--- config.mk ---
export PLATFORM = sky130hd
export DESIGN_NAME = vtpd_queue
export DESIGN_NICKNAME = d
export VERILOG_FILES = /design/src/vtpd_pkg.sv /design/src/vtpd_queue.sv
export SDC_FILE = /design/constraint.sdc
export NUM_CORES = 1
export LEC_CHECK = 0
export BUFFER_PORTS_ARGS = -buffer_cell sky130_fd_sc_hd__buf_2
export CELL_PAD_IN_SITES_DETAIL_PLACEMENT = 1
export CELL_PAD_IN_SITES_GLOBAL_PLACEMENT = 2
export CORE_MARGIN = 4
export CORE_UTILIZATION = 35
export CTS_CLUSTER_SIZE = 25
export DETAILED_ROUTE_END_ITERATION = 8
export PLACE_DENSITY_LB_ADDON = 0.1
export SYNTH_ARGS = -nofsm -noshare
export SYNTH_HDL_FRONTEND = slang
export SYNTH_SLANG_ARGS = --single-unit
--- constraint.sdc ---
create_clock -name i_clk -period 40.6 [get_ports i_clk]
set_clock_uncertainty 0.05 [all_clocks]
set_input_delay 4.06 -clock i_clk [delete_from_list [all_inputs] [get_ports i_clk]]
set_output_delay 4.06 -clock i_clk [all_outputs]
set_load 0.02 [all_outputs]
--- src/vtpd_pkg.sv ---
// ----------------------------------------------------------------------------
// vtpd_pkg
// types and constants of the vertex transform and perspective divide unit
// ----------------------------------------------------------------------------
package vtpd_pkg;

    localparam int NUM_CFG   = 8;
    localparam int CFG_IDX_W = 3;
    localparam int FRAC_BITS = 16;
    localparam int QUO_BITS  = 32;

    localparam logic [31:0] SAT_POS = 32'h7FFF_FFFF;
    localparam logic [31:0] SAT_NEG = 32'h8000_0000;

    // identity matrix in q16.16
    localparam logic [NUM_CFG-1:0][63:0] CFG_RESET = {
        64'h0001_0000_0000_0000, 64'h0,
        64'h0000_0000_0001_0000, 64'h0,
        64'h0,                   64'h0001_0000_0000_0000,
        64'h0,                   64'h0000_0000_0001_0000
    };

    typedef struct packed {
        logic signed [31:0] in_x;
        logic signed [31:0] in_y;
        logic signed [31:0] in_z;
        logic               last_vertex;
    } t_in_item;

    typedef struct packed {
        logic signed [31:0] out_x;
        logic signed [31:0] out_y;
        logic signed [31:0] out_z;
        logic               w_zero;
        logic               clipped;
        logic               last_out;
    } t_out_item;

    // row sums as sign and magnitude, handed from front to back
    typedef struct packed {
        logic [2:0][63:0] nmag;
        logic [2:0]       nneg;
        logic [63:0]      dmag;
        logic             dneg;
        logic             last;
    } t_mid;

    // one stage of the divider pipeline
    typedef struct packed {
        logic [2:0][64:0] rem;
        logic [2:0][31:0] quo;
        logic [2:0][15:0] nlo;
        logic [2:0]       nneg;
        logic [2:0]       nz;
        logic [2:0]       big;
        logic             dneg;
        logic             wz;
        logic [63:0]      dmag;
        logic             last;
    } t_div;

endpackage

--- src/vtpd_queue.sv ---
// ----------------------------------------------------------------------------
// vtpd_queue
// short first-in first-out queue between the front and the back
// ----------------------------------------------------------------------------
module vtpd_queue import vtpd_pkg::*; #(
    parameter int DEPTH = 8
) (
    input  logic i_clk,
    input  logic i_rst_n,
    input  logic i_wr,
    input  t_mid i_wdata,
    output logic o_full,
    input  logic i_rd,
    output t_mid o_rdata,
    output logic o_empty
);

    localparam int AW = $clog2(DEPTH);
    localparam int CW = $clog2(DEPTH + 1);

    t_mid          r_mem [DEPTH];
    logic [AW-1:0] r_wp, r_rp;
    logic [CW-1:0] r_cnt;
    logic          n_wr, n_rd;

    assign o_full  = r_cnt == CW'(DEPTH);
    assign o_empty = r_cnt == '0;
    assign n_wr    = i_wr && !o_full;
    assign n_rd    = i_rd && !o_empty;
    assign o_rdata = r_mem[r_rp];

    always_ff @(posedge i_clk) begin
        if (n_wr) begin
            r_mem[r_wp] <= i_wdata;
        end
    end

    always_ff @(posedge i_clk) begin
        if (!i_rst_n) begin
            r_wp  <= '0;
            r_rp  <= '0;
            r_cnt <= '0;
        end else begin
            if (n_wr) begin
                r_wp <= (r_wp == AW'(DEPTH - 1)) ? '0 : r_wp + 1'b1;
            end
            if (n_rd) begin
                r_rp <= (r_rp == AW'(DEPTH - 1)) ? '0 : r_rp + 1'b1;
            end
            if (n_wr && !n_rd) begin
                r_cnt <= r_cnt + 1'b1;
            end else if (n_rd && !n_wr) begin
                r_cnt <= r_cnt - 1'b1;
            end
        end
    end

endmodule

Word-level counts from Yosys, hierarchy flattened. Memories as Yosys holds them, arrays and structs flattened. A register that Yosys moved wholly into a read port is not among the register bits. Cells that the tools add are included.

Flip-flop bits (word level): 10. RAM bits: 2088. Output and inout bits: 263. Word-level logic and storage cells: 29. Memories kept: 1.

Add/sub/neg operators: 4. Eq/ne operators: 3. Muxes and demuxes: 8. Reduce and logical (&&, ||, !) cells: 10.

Memory list: r_mem (depth 8, bits a word 261, rd ports 1, clocked after Yosys merged registers in 1, wr ports 1, line vtpd_queue.sv:21) `t_mid r_mem [DEPTH];`.

Operator list (number): $mux W3 (4); $mux W4 (2); $add A3 B1 Y3 const B (2); $eq A3 B3 Y1 const B (2); $add A4 B1 Y4 const B (1); $eq A4 B4 Y1 const B (1); $logic_and A1 B1 Y1 (4); $logic_not A1 Y1 (4); $logic_not A4 Y1 (1); $sub A4 B1 Y4 const B (1); $mux W1 (2); $reduce_bool A2 Y1 (1).

Longest topological paths before layout. Gate-level depths: netlist (run 1).

Word-level depth: 7. Depth in mapped cells: 11. Depth with buffers taken out: 10.

Worst setup path after synthesis (run 1). No wires, ideal clock.

Kind: input to register. From: input i_wr. To: memory r_mem[0][0] (netlist name) (enable). Data arrival time: 28.903 ns. Data required time: 39.030 ns. Slack: 10.127 ns. Stages: 3. Path buffers: 1. Cell sequence: a21bo_1 > clkbuf_1 > nor4_1.

Word-level cells in the longest chain between the ends: 3.

RTL lines: start, declared (line vtpd_queue.sv:10) `input logic i_wr,`; $logic_and A1 B1 Y1 (line vtpd_queue.sv:28) `assign n_wr = i_wr && !o_full;`; $mux W1 (line vtpd_queue.sv:33) `if (n_wr) begin`; $mux W1 (implied by the code) (line vtpd_queue.sv:34) `r_mem[r_wp] <= i_wdata;`; end, declared (line vtpd_queue.sv:21).

No other way between the ends.

==> metrics.cfg, run 1 <==
[run_status]
status = finished clean

[die]
start_util = 0.352
io_pins = 528
std_cell_rows = 174
core_sq_mm = 0.225
die_area_sq_mm = 0.235
fp.dieW_microns = 484
die-height_microns = 484

[place]
dp_hpwl_microns = 111000
place.gp.congestion = 0.699
dp.cells = 6533
port_buffers = 527

[logic_synthesis]
syn_nets = 3365
ys_seq_area_frac = 0.793
netlist_instances = 3092
syn_avg_cell_area_sq_um = 25.7
ys_types = 33
yosys_warnings = 0
ys_seq_elements = 2101
syn_area_sq_mm = 0.0794

[routing]
wl_per_cell_microns = 28.2
drc_errors = 0
via_per_inst = 5.03
vias = 35100
ant_nets = 0
wl_microns = 197000
drt-pass1-iter-count = 5
drt_iter0_drc = 2241

[timing]
min_period_ns = 10.80
setup_violations = 0
hold_viol = 0
slew_violations = 0
timing_worst_slew_pin_value_ns = 1.15
finalCritPeriodShare = 0.266
rsz0062_at_grt = false
slew_headroom = 0.235
fmaxAchievable_mhz = 92.6
tns_ns = 0

[clocking]
numCtsBuffers = 224
postCtsSetupBuffers = 0
clk_latency_ns = 0.83
cts_tree = built
cts_resized = 0
cts.clk_slew.worst_paths_ns = 0.06
clkSinkCount = 2101
cts_max_level = 4
ctsRootBufferMaster = clkbuf_16
clockBufferDepth = 3
hold_buffers = 0

[final_layout]
layout.nets = 4040
finalNonFillerCells = 6973
drive_gt1_frac = 0.428
syn_to_final_growth_pct = 16.3

[pwr]
p_clk_frac = 0.348
pwr-share-seq = 0.449
power_density_mw_per_mm2 = 61.3
power_switching_mw = 1.51
swShare = 0.266
ir_drop_uv = 41.6
power_leakage_nw = 28.9
finalPower_mw = 5.67
power_frac_comb = 0.203
intPower_mw = 4.16

[setup_path]
startpoint_type = flop
cp.required_ns = 36.49
critPathMaxFanout = 42
cp-end-kind = output port
critical_path_class = flop to output port
reg2reg_to = r_mem[1][142]$_DFFE_PP_
r2r_cells = 9
r2r_start = r_cnt[0]$_SDFFE_PN0P_
cp.arrival_ns = 6.69
ff2ff_setup_slack_ns = 35.47

[global_routing]
gr-total-overflow = 0
grt_max_degree = 139
antenna_found_initial = 100
grt_pass1_wl_microns = 283000
grt_usage = 0.167
grt_pass1_vias = 39000

[min_path]
holdPathEnd = r_cnt[3]$_SDFFE_PN0P_
hp-class = flop to flop
hp-start = r_cnt[3]$_SDFFE_PN0P_
min_path_cells = 2

[flow_run]
max_cap_viol_count = 0

==> area by class of cell <==
class                           count  area (sq um)
Fill cell                       20800        133000
Inverter                            2          7.51
Multi-Input combinational cell    841         15200
Timing Repair Buffer              597          3280
Tap cell                         2992          3740
Clock buffer                      283          5870
Sequential cell                  2101         63000
Antenna cell                       28          70.1
Clock inverter                    129          1290
==> layout by cell type (no fill, tap or decap), drive strengths merged, types with 4 or more instances in the layout <==
master and instances:
mux4 522, dfxtp 13, bufinv 20, nor2 4, nor2b 4, buf 597
mux2 261, clkbuf 283, inv 5, edfxtp 2088, nand2 9, diode 28
clkinv 104, ha 7, nor3 6
==> state kept, by name, indices dropped and copies added (netlist names), named ones only <==
register and count:
r_cnt 4, r_mem 2088, r_rp 3, r_wp 3
==> Yosys cell counts <==
master	count	area share
a21boi_1	1	0.000095
buf_12	33	0.0083
and2_1	3	0.00024
a31oi_1	1	0.000079
buf_2	64	0.0040
inv_1	2	0.000095
buf_8	1	0.00019
buf_1	2	0.000095
mux2_2	261	0.037
nor3b_1	1	0.000095
mux2i_1	3	0.00038
nand2b_1	3	0.00024
nand3_1	1	0.000063
o41ai_2	1	0.00020
edfxtp_1	2088	0.79
a21oi_1	3	0.00019
nand2_1	9	0.00043
a21bo_1	1	0.00013
nor2b_1	4	0.00032
mux4_2	522	0.15
nor2_1	4	0.00019
dfxtp_1	13	0.0033
a211oi_1	1	0.000095
o21ai_0	1	0.000063
nor3_1	6	0.00038
buf_6	20	0.0028
nor4_1	2	0.00016
clkbuf_1	28	0.0013
or3_1	1	0.000079
a21boi_0	2	0.00019
ha_1	7	0.0011
fa_1	1	0.00025
xnor2_1	2	0.00022
==> metrics by stage <==
step           hold slack, ns  utilization  cell area, sq um  setup slack (ns)
4_1_cts                 0.492        0.410             92300             29.41
3_3_place_gp            0.460        0.378             85200             30.46
5_1_grt                 0.538        0.410             92300             29.00
2_1_floorplan           0.439            -             79400             10.13
3_5_place_dp            0.482        0.378             85200             30.37
6_report                0.482        0.410             92400             29.80
==> worst max-delay path by stage <==
| stage | start | to | cells after the start |
|---|---|---|---|
| after floorplan | i_wr | r_mem[0][0]$_DFFE_PP_ | 3 |
| after global placement | flop | o_rdata[157] | 8 |
| after detailed placement | flop | o_rdata[157] | 8 |
| after CTS | flop | o_rdata[235] | 8 |
| after global routing | flop | o_rdata[234] | 8 |
| final | flop | o_rdata[160] | 8 |
==> routing by layer <==
| layer | routed length [microns] | track usage | vias up |
|---|---|---|---|
| met5 | 357 | 0 | - |
| met4 | 4880 | 0.0471 | 60 |
| met3 | 13400 | 0.0508 | 373 |
| met2 | 99000 | 0.283 | 870 |
| met1 | 79100 | 0.208 | 19000 |
| li1 | - | - | 14800 |
==> power groups by stage <==
stage	Sequential [mW]	Combinational (mW)	Clock [mW]
5_1_grt	2.55	1.24	2.14
2_1_floorplan	2.64	0.861	0
6_report	2.54	1.15	1.97
4_1_cts	2.55	1.19	2.04
3_3_place_gp	2.58	1.17	0
3_5_place_dp	2.59	1.19	0
==> worst max-delay path, cell delays in order (launching register included) <==
cell	delay (ns)
dfxtp_4	0.90
buf_4	0.70
buf_4	0.72
buf_4	0.80
buf_4	0.76
buf_4	0.65
mux4_2	0.60
mux2_2	0.28
buf_2	0.16
==> logic make-up after synthesis <==
| family | count (synthesis) | share of synthesized area |
|---|---|---|
| DFF | 2101 | 0.793 |
| muxes | 786 | 0.185 |
| buffers and inverters | 150 | 0.0169 |
| and+or+nand+nor | 34 | 0.00217 |
| AOI/OAI and AO/OA | 11 | 0.00104 |
| adders and majority gates | 8 | 0.00136 |
| xor gates and xnor gates | 2 | 0.000221 |
No activity file was read; power rests on OpenSTA's default activity.
==> inputs of run 2 (changes only) <==
Settings changed: ABC_AREA set to 1.
Clock period 40.6 ns to 9.5 ns, I/O delays scaled along.
==> run 2 against run 1 <==
  * Clock power rose to 4.2 times the previous value
  * Largest power group unchanged
  * Via count rose by 52%
  * Critical path depth rose by 2
  * Cell count rose by 55%
  * Combinational power rose to 7.7 times the previous value
  * Sequential power rose to 4.4 times the previous value
  * Design area rose by 3.9%
  * Power rose to 5.0 times the previous value
  * Hold slack got worse by 0.17 ns
==> metrics.cfg, run 2 <==
[place]
dp_hpwl_microns = 125000  ; +13%
port_buffers = 527  ; unchanged
pre_cts_slack_ns = 4.46  ; -25.90 ns
place.gp.congestion = 0.714  ; +2.2%

[die]
std_cell_rows = 178  ; +2.3%
io_pins = 528  ; unchanged
fp.dieW_microns = 496  ; +2.4%
start_util = 0.353  ; about the same
die_area_sq_mm = 0.246  ; +4.8%
die-height_microns = 496  ; +2.4%
core_sq_mm = 0.236  ; +4.8%

[final_layout]
regMostFlops = r_mem
layout_common_cells = nor2_1 (2106), edfxtp_1 (2088), nand2_1 (1321)
drive_gt1_frac = 0.120  ; -0.308
syn_to_final_growth_pct = 15.2
reg_top3 = r_mem x2088, r_cnt x4
nFillCells = 25200  ; +21%
final_common_cell = nor2_1
layout.nets = 7733  ; +91%
largest_reg_flops = 2088  ; unchanged

[routing]
vias = 53400  ; +52%
drc_errors = 0  ; unchanged
via_per_inst = 4.93  ; -1.9%
wl_microns = 246000  ; +25%
drt-pass1-iter-count = 5  ; unchanged
ant_nets = 0  ; unchanged
wl_per_cell_microns = 22.7  ; -19%
drt_iter0_drc = 3094  ; +38%

[logic_synthesis]
netlist_instances = 7028  ; +130%
syn_avg_cell_area_sq_um = 11.8  ; -54%
synth.largest_area_cell = edfxtp_1
synth_top_area_frac = 0.753  ; -0.0366
synth_ff_type = edfxtp_1
syn_area_sq_mm = 0.0833  ; +4.9%
syn_nets = 7301  ; +120%
synth_most_common_cell = nor2_1
yosys-top-cells-area = edfxtp_1 (75%), nor2_1 (9.5%), nand2_1 (6.0%)
yosys_warnings = 0  ; unchanged
ys_seq_area_frac = 0.756  ; -0.0368
ys_seq_elements = 2101  ; unchanged
synth_edf_count = 2088  ; unchanged
netlist_top_cells_count = nor2_1 (2114), edfxtp_1 (2088), nand2_1 (1321), o21ai_1 (559), o21ai_0 (492)
ys_types = 21  ; -36%
async_flop_share = 0  ; unchanged

[clocking]
numCtsBuffers = 231  ; +3.1%
ctsRootBufferMaster = clkbuf_16
cts.clk_slew.worst_paths_ns = 0.06  ; about the same
clkSinkCount = 2101  ; unchanged
cts_tree = built
cts_resized = 0  ; unchanged
cts_max_level = 4  ; unchanged
clockBufferDepth = 3  ; unchanged
clk_latency_ns = 0.85  ; +0.02 ns
postCtsSetupBuffers = 0  ; unchanged
hold_buffers = 0  ; unchanged

[setup_path]
cp-end-kind = output port
critPathMaxFanout = 146  ; +250%
path_cells = buf_12 > buf_4 > buf_4 > nor2_1 > nor2_1 > o21ai_0 > nand2_1 > nand2_1 > nand2_1 > buf_2
cp.arrival_ns = 4.87  ; -1.82 ns
cp.required_ns = 8.50  ; -27.99 ns
critical_path_class = flop to output port
crit_slowest_cell = dfxtp_4
startpoint_type = flop
cpMostUsedCell = nand2_1
slowest_delay_ns = 0.95  ; +0.05 ns

[timing]
rsz0062_at_grt = false
finalCritPeriodShare = 0.618
holdWs_ns = 0.313  ; -0.169 ns
hold_viol = 0  ; unchanged
setup_violations = 0  ; unchanged
slew_headroom = 0.256  ; +0.0206
fmaxAchievable_mhz = 170
timing_worst_slew_pin_value_ns = 1.12  ; -0.0309 ns
slew_violations = 0  ; unchanged
min_period_ns = 5.87
fin_ws_ns = 3.63  ; -26.17 ns

[min_path]
hp-class = primary input to flop

[flow_run]
max_cap_viol_count = 0  ; unchanged

[pwr]
power_density_mw_per_mm2 = 295  ; +380%
ir_drop_uv = 179  ; +330%
power_leakage_nw = 34.8  ; +21%

[global_routing]
gr-total-overflow = 0  ; unchanged
grt_usage = 0.197  ; +0.0301
antenna_found_initial = 102  ; +2.0%
grt_max_degree = 206  ; +48%
grt_pass1_wl_microns = 365000  ; +29%
grt_pass1_vias = 55800  ; +43%

[run_status]
status = finished clean

==> run 2: cell count changes after synthesis, sizes merged, moves of 134 or more <==
cell	previous run	this run
buf	120	254
o21ai	1	1051
nand2	9	1321
nor2	4	2114
mux4	522	0
mux2	261	0
==> run 2: through the flow <==
step | TNS, ns | total power, mW | std cells | util | instance area (sq um)
CTS | 0 | 28.9 | 10800 | 0.406 | 95900
global route | 0 | 30.1 | 10800 | 0.406 | 95900
global placement | 0 | 20.3 | 10400 | 0.377 | 88900
floorplan | -7404.53 | 17.1 | 7028 | - | 83300
detailed placement | 0 | 20.4 | 10400 | 0.377 | 88900
finish | 0 | 28.3 | 10800 | 0.406 | 95900
==> run 2: layer usage <==
metal	vias up	GRT usage	part of all wire
li1	25000	-	-
met1	27000	0.266	0.45
met2	888	0.334	0.48
met3	378	0.0391	0.050
met4	48	0.0373	0.018
met5	-	0	0.0013
==> run 2: power breakdown <==
part / internal [mW] / switching (mW) / leakage (nW) / total [mW]
clock: 4.70 / 3.64 / 3.41 / 8.34
combinational: 2.27 / 6.56 / 12.4 / 8.83
sequential: 10.9 / 0.223 / 19.1 / 11.1
total: 17.9 / 10.4 / 34.8 / 28.3
==> run 2: cell families (layout without fill, tap and decap cells) <==
| family | count (synthesis) | after routing | synth area share |
|---|---|---|---|
| and+or+nand+nor | 3442 | 3442 | 0.155 |
| xor gates and xnor gates | 2 | 2 | 0.000210 |
| AOI/OAI and AO/OA | 1054 | 1054 | 0.0633 |
| other | 0 | 29 | 0 |
| buffers and inverters | 421 | 1045 | 0.0238 |
| DFF | 2101 | 2101 | 0.756 |
| adders and majority gates | 8 | 8 | 0.00129 |
==> run 2: worst max-delay path: cells and delay by family (launching register included) <==
family / cells / cell delay, ns
compound gates: 1 / 0.10
buf+inv: 4 / 2.21
flops: 1 / 0.95
simple gates: 5 / 0.54
==> run 2: final timing paths <==
check / startpoint / endpoint / slack [ns] / depth (start not counted)
worst max-delay path: flop / o_rdata[139] / 3.63 / 10
worst max register to register: r_cnt[1]$_SDFFE_PN0P_ / r_mem[6][150]$_DFFE_PP_ / 5.69 / 7
worst min-delay path: i_wdata[118] / r_mem[7][118]$_DFFE_PP_ / 0.31 / 1
worst min register to register: r_rp[1]$_SDFFE_PN0P_ / flop / 0.46 / 2
==> run 2: area by class of cell <==
type	count	area [sq um]	share of cell area
diodes	29	72.6	0.000756
clock buffers	293	6080	0.0633
clock inverters	132	908	0.00947
inverters	18	108	0.00112
multi-input cells	4506	18400	0.192
flip-flops and latches	2101	63000	0.656
well taps	3150	3940	0.0411
repair buffers	602	3480	0.0362
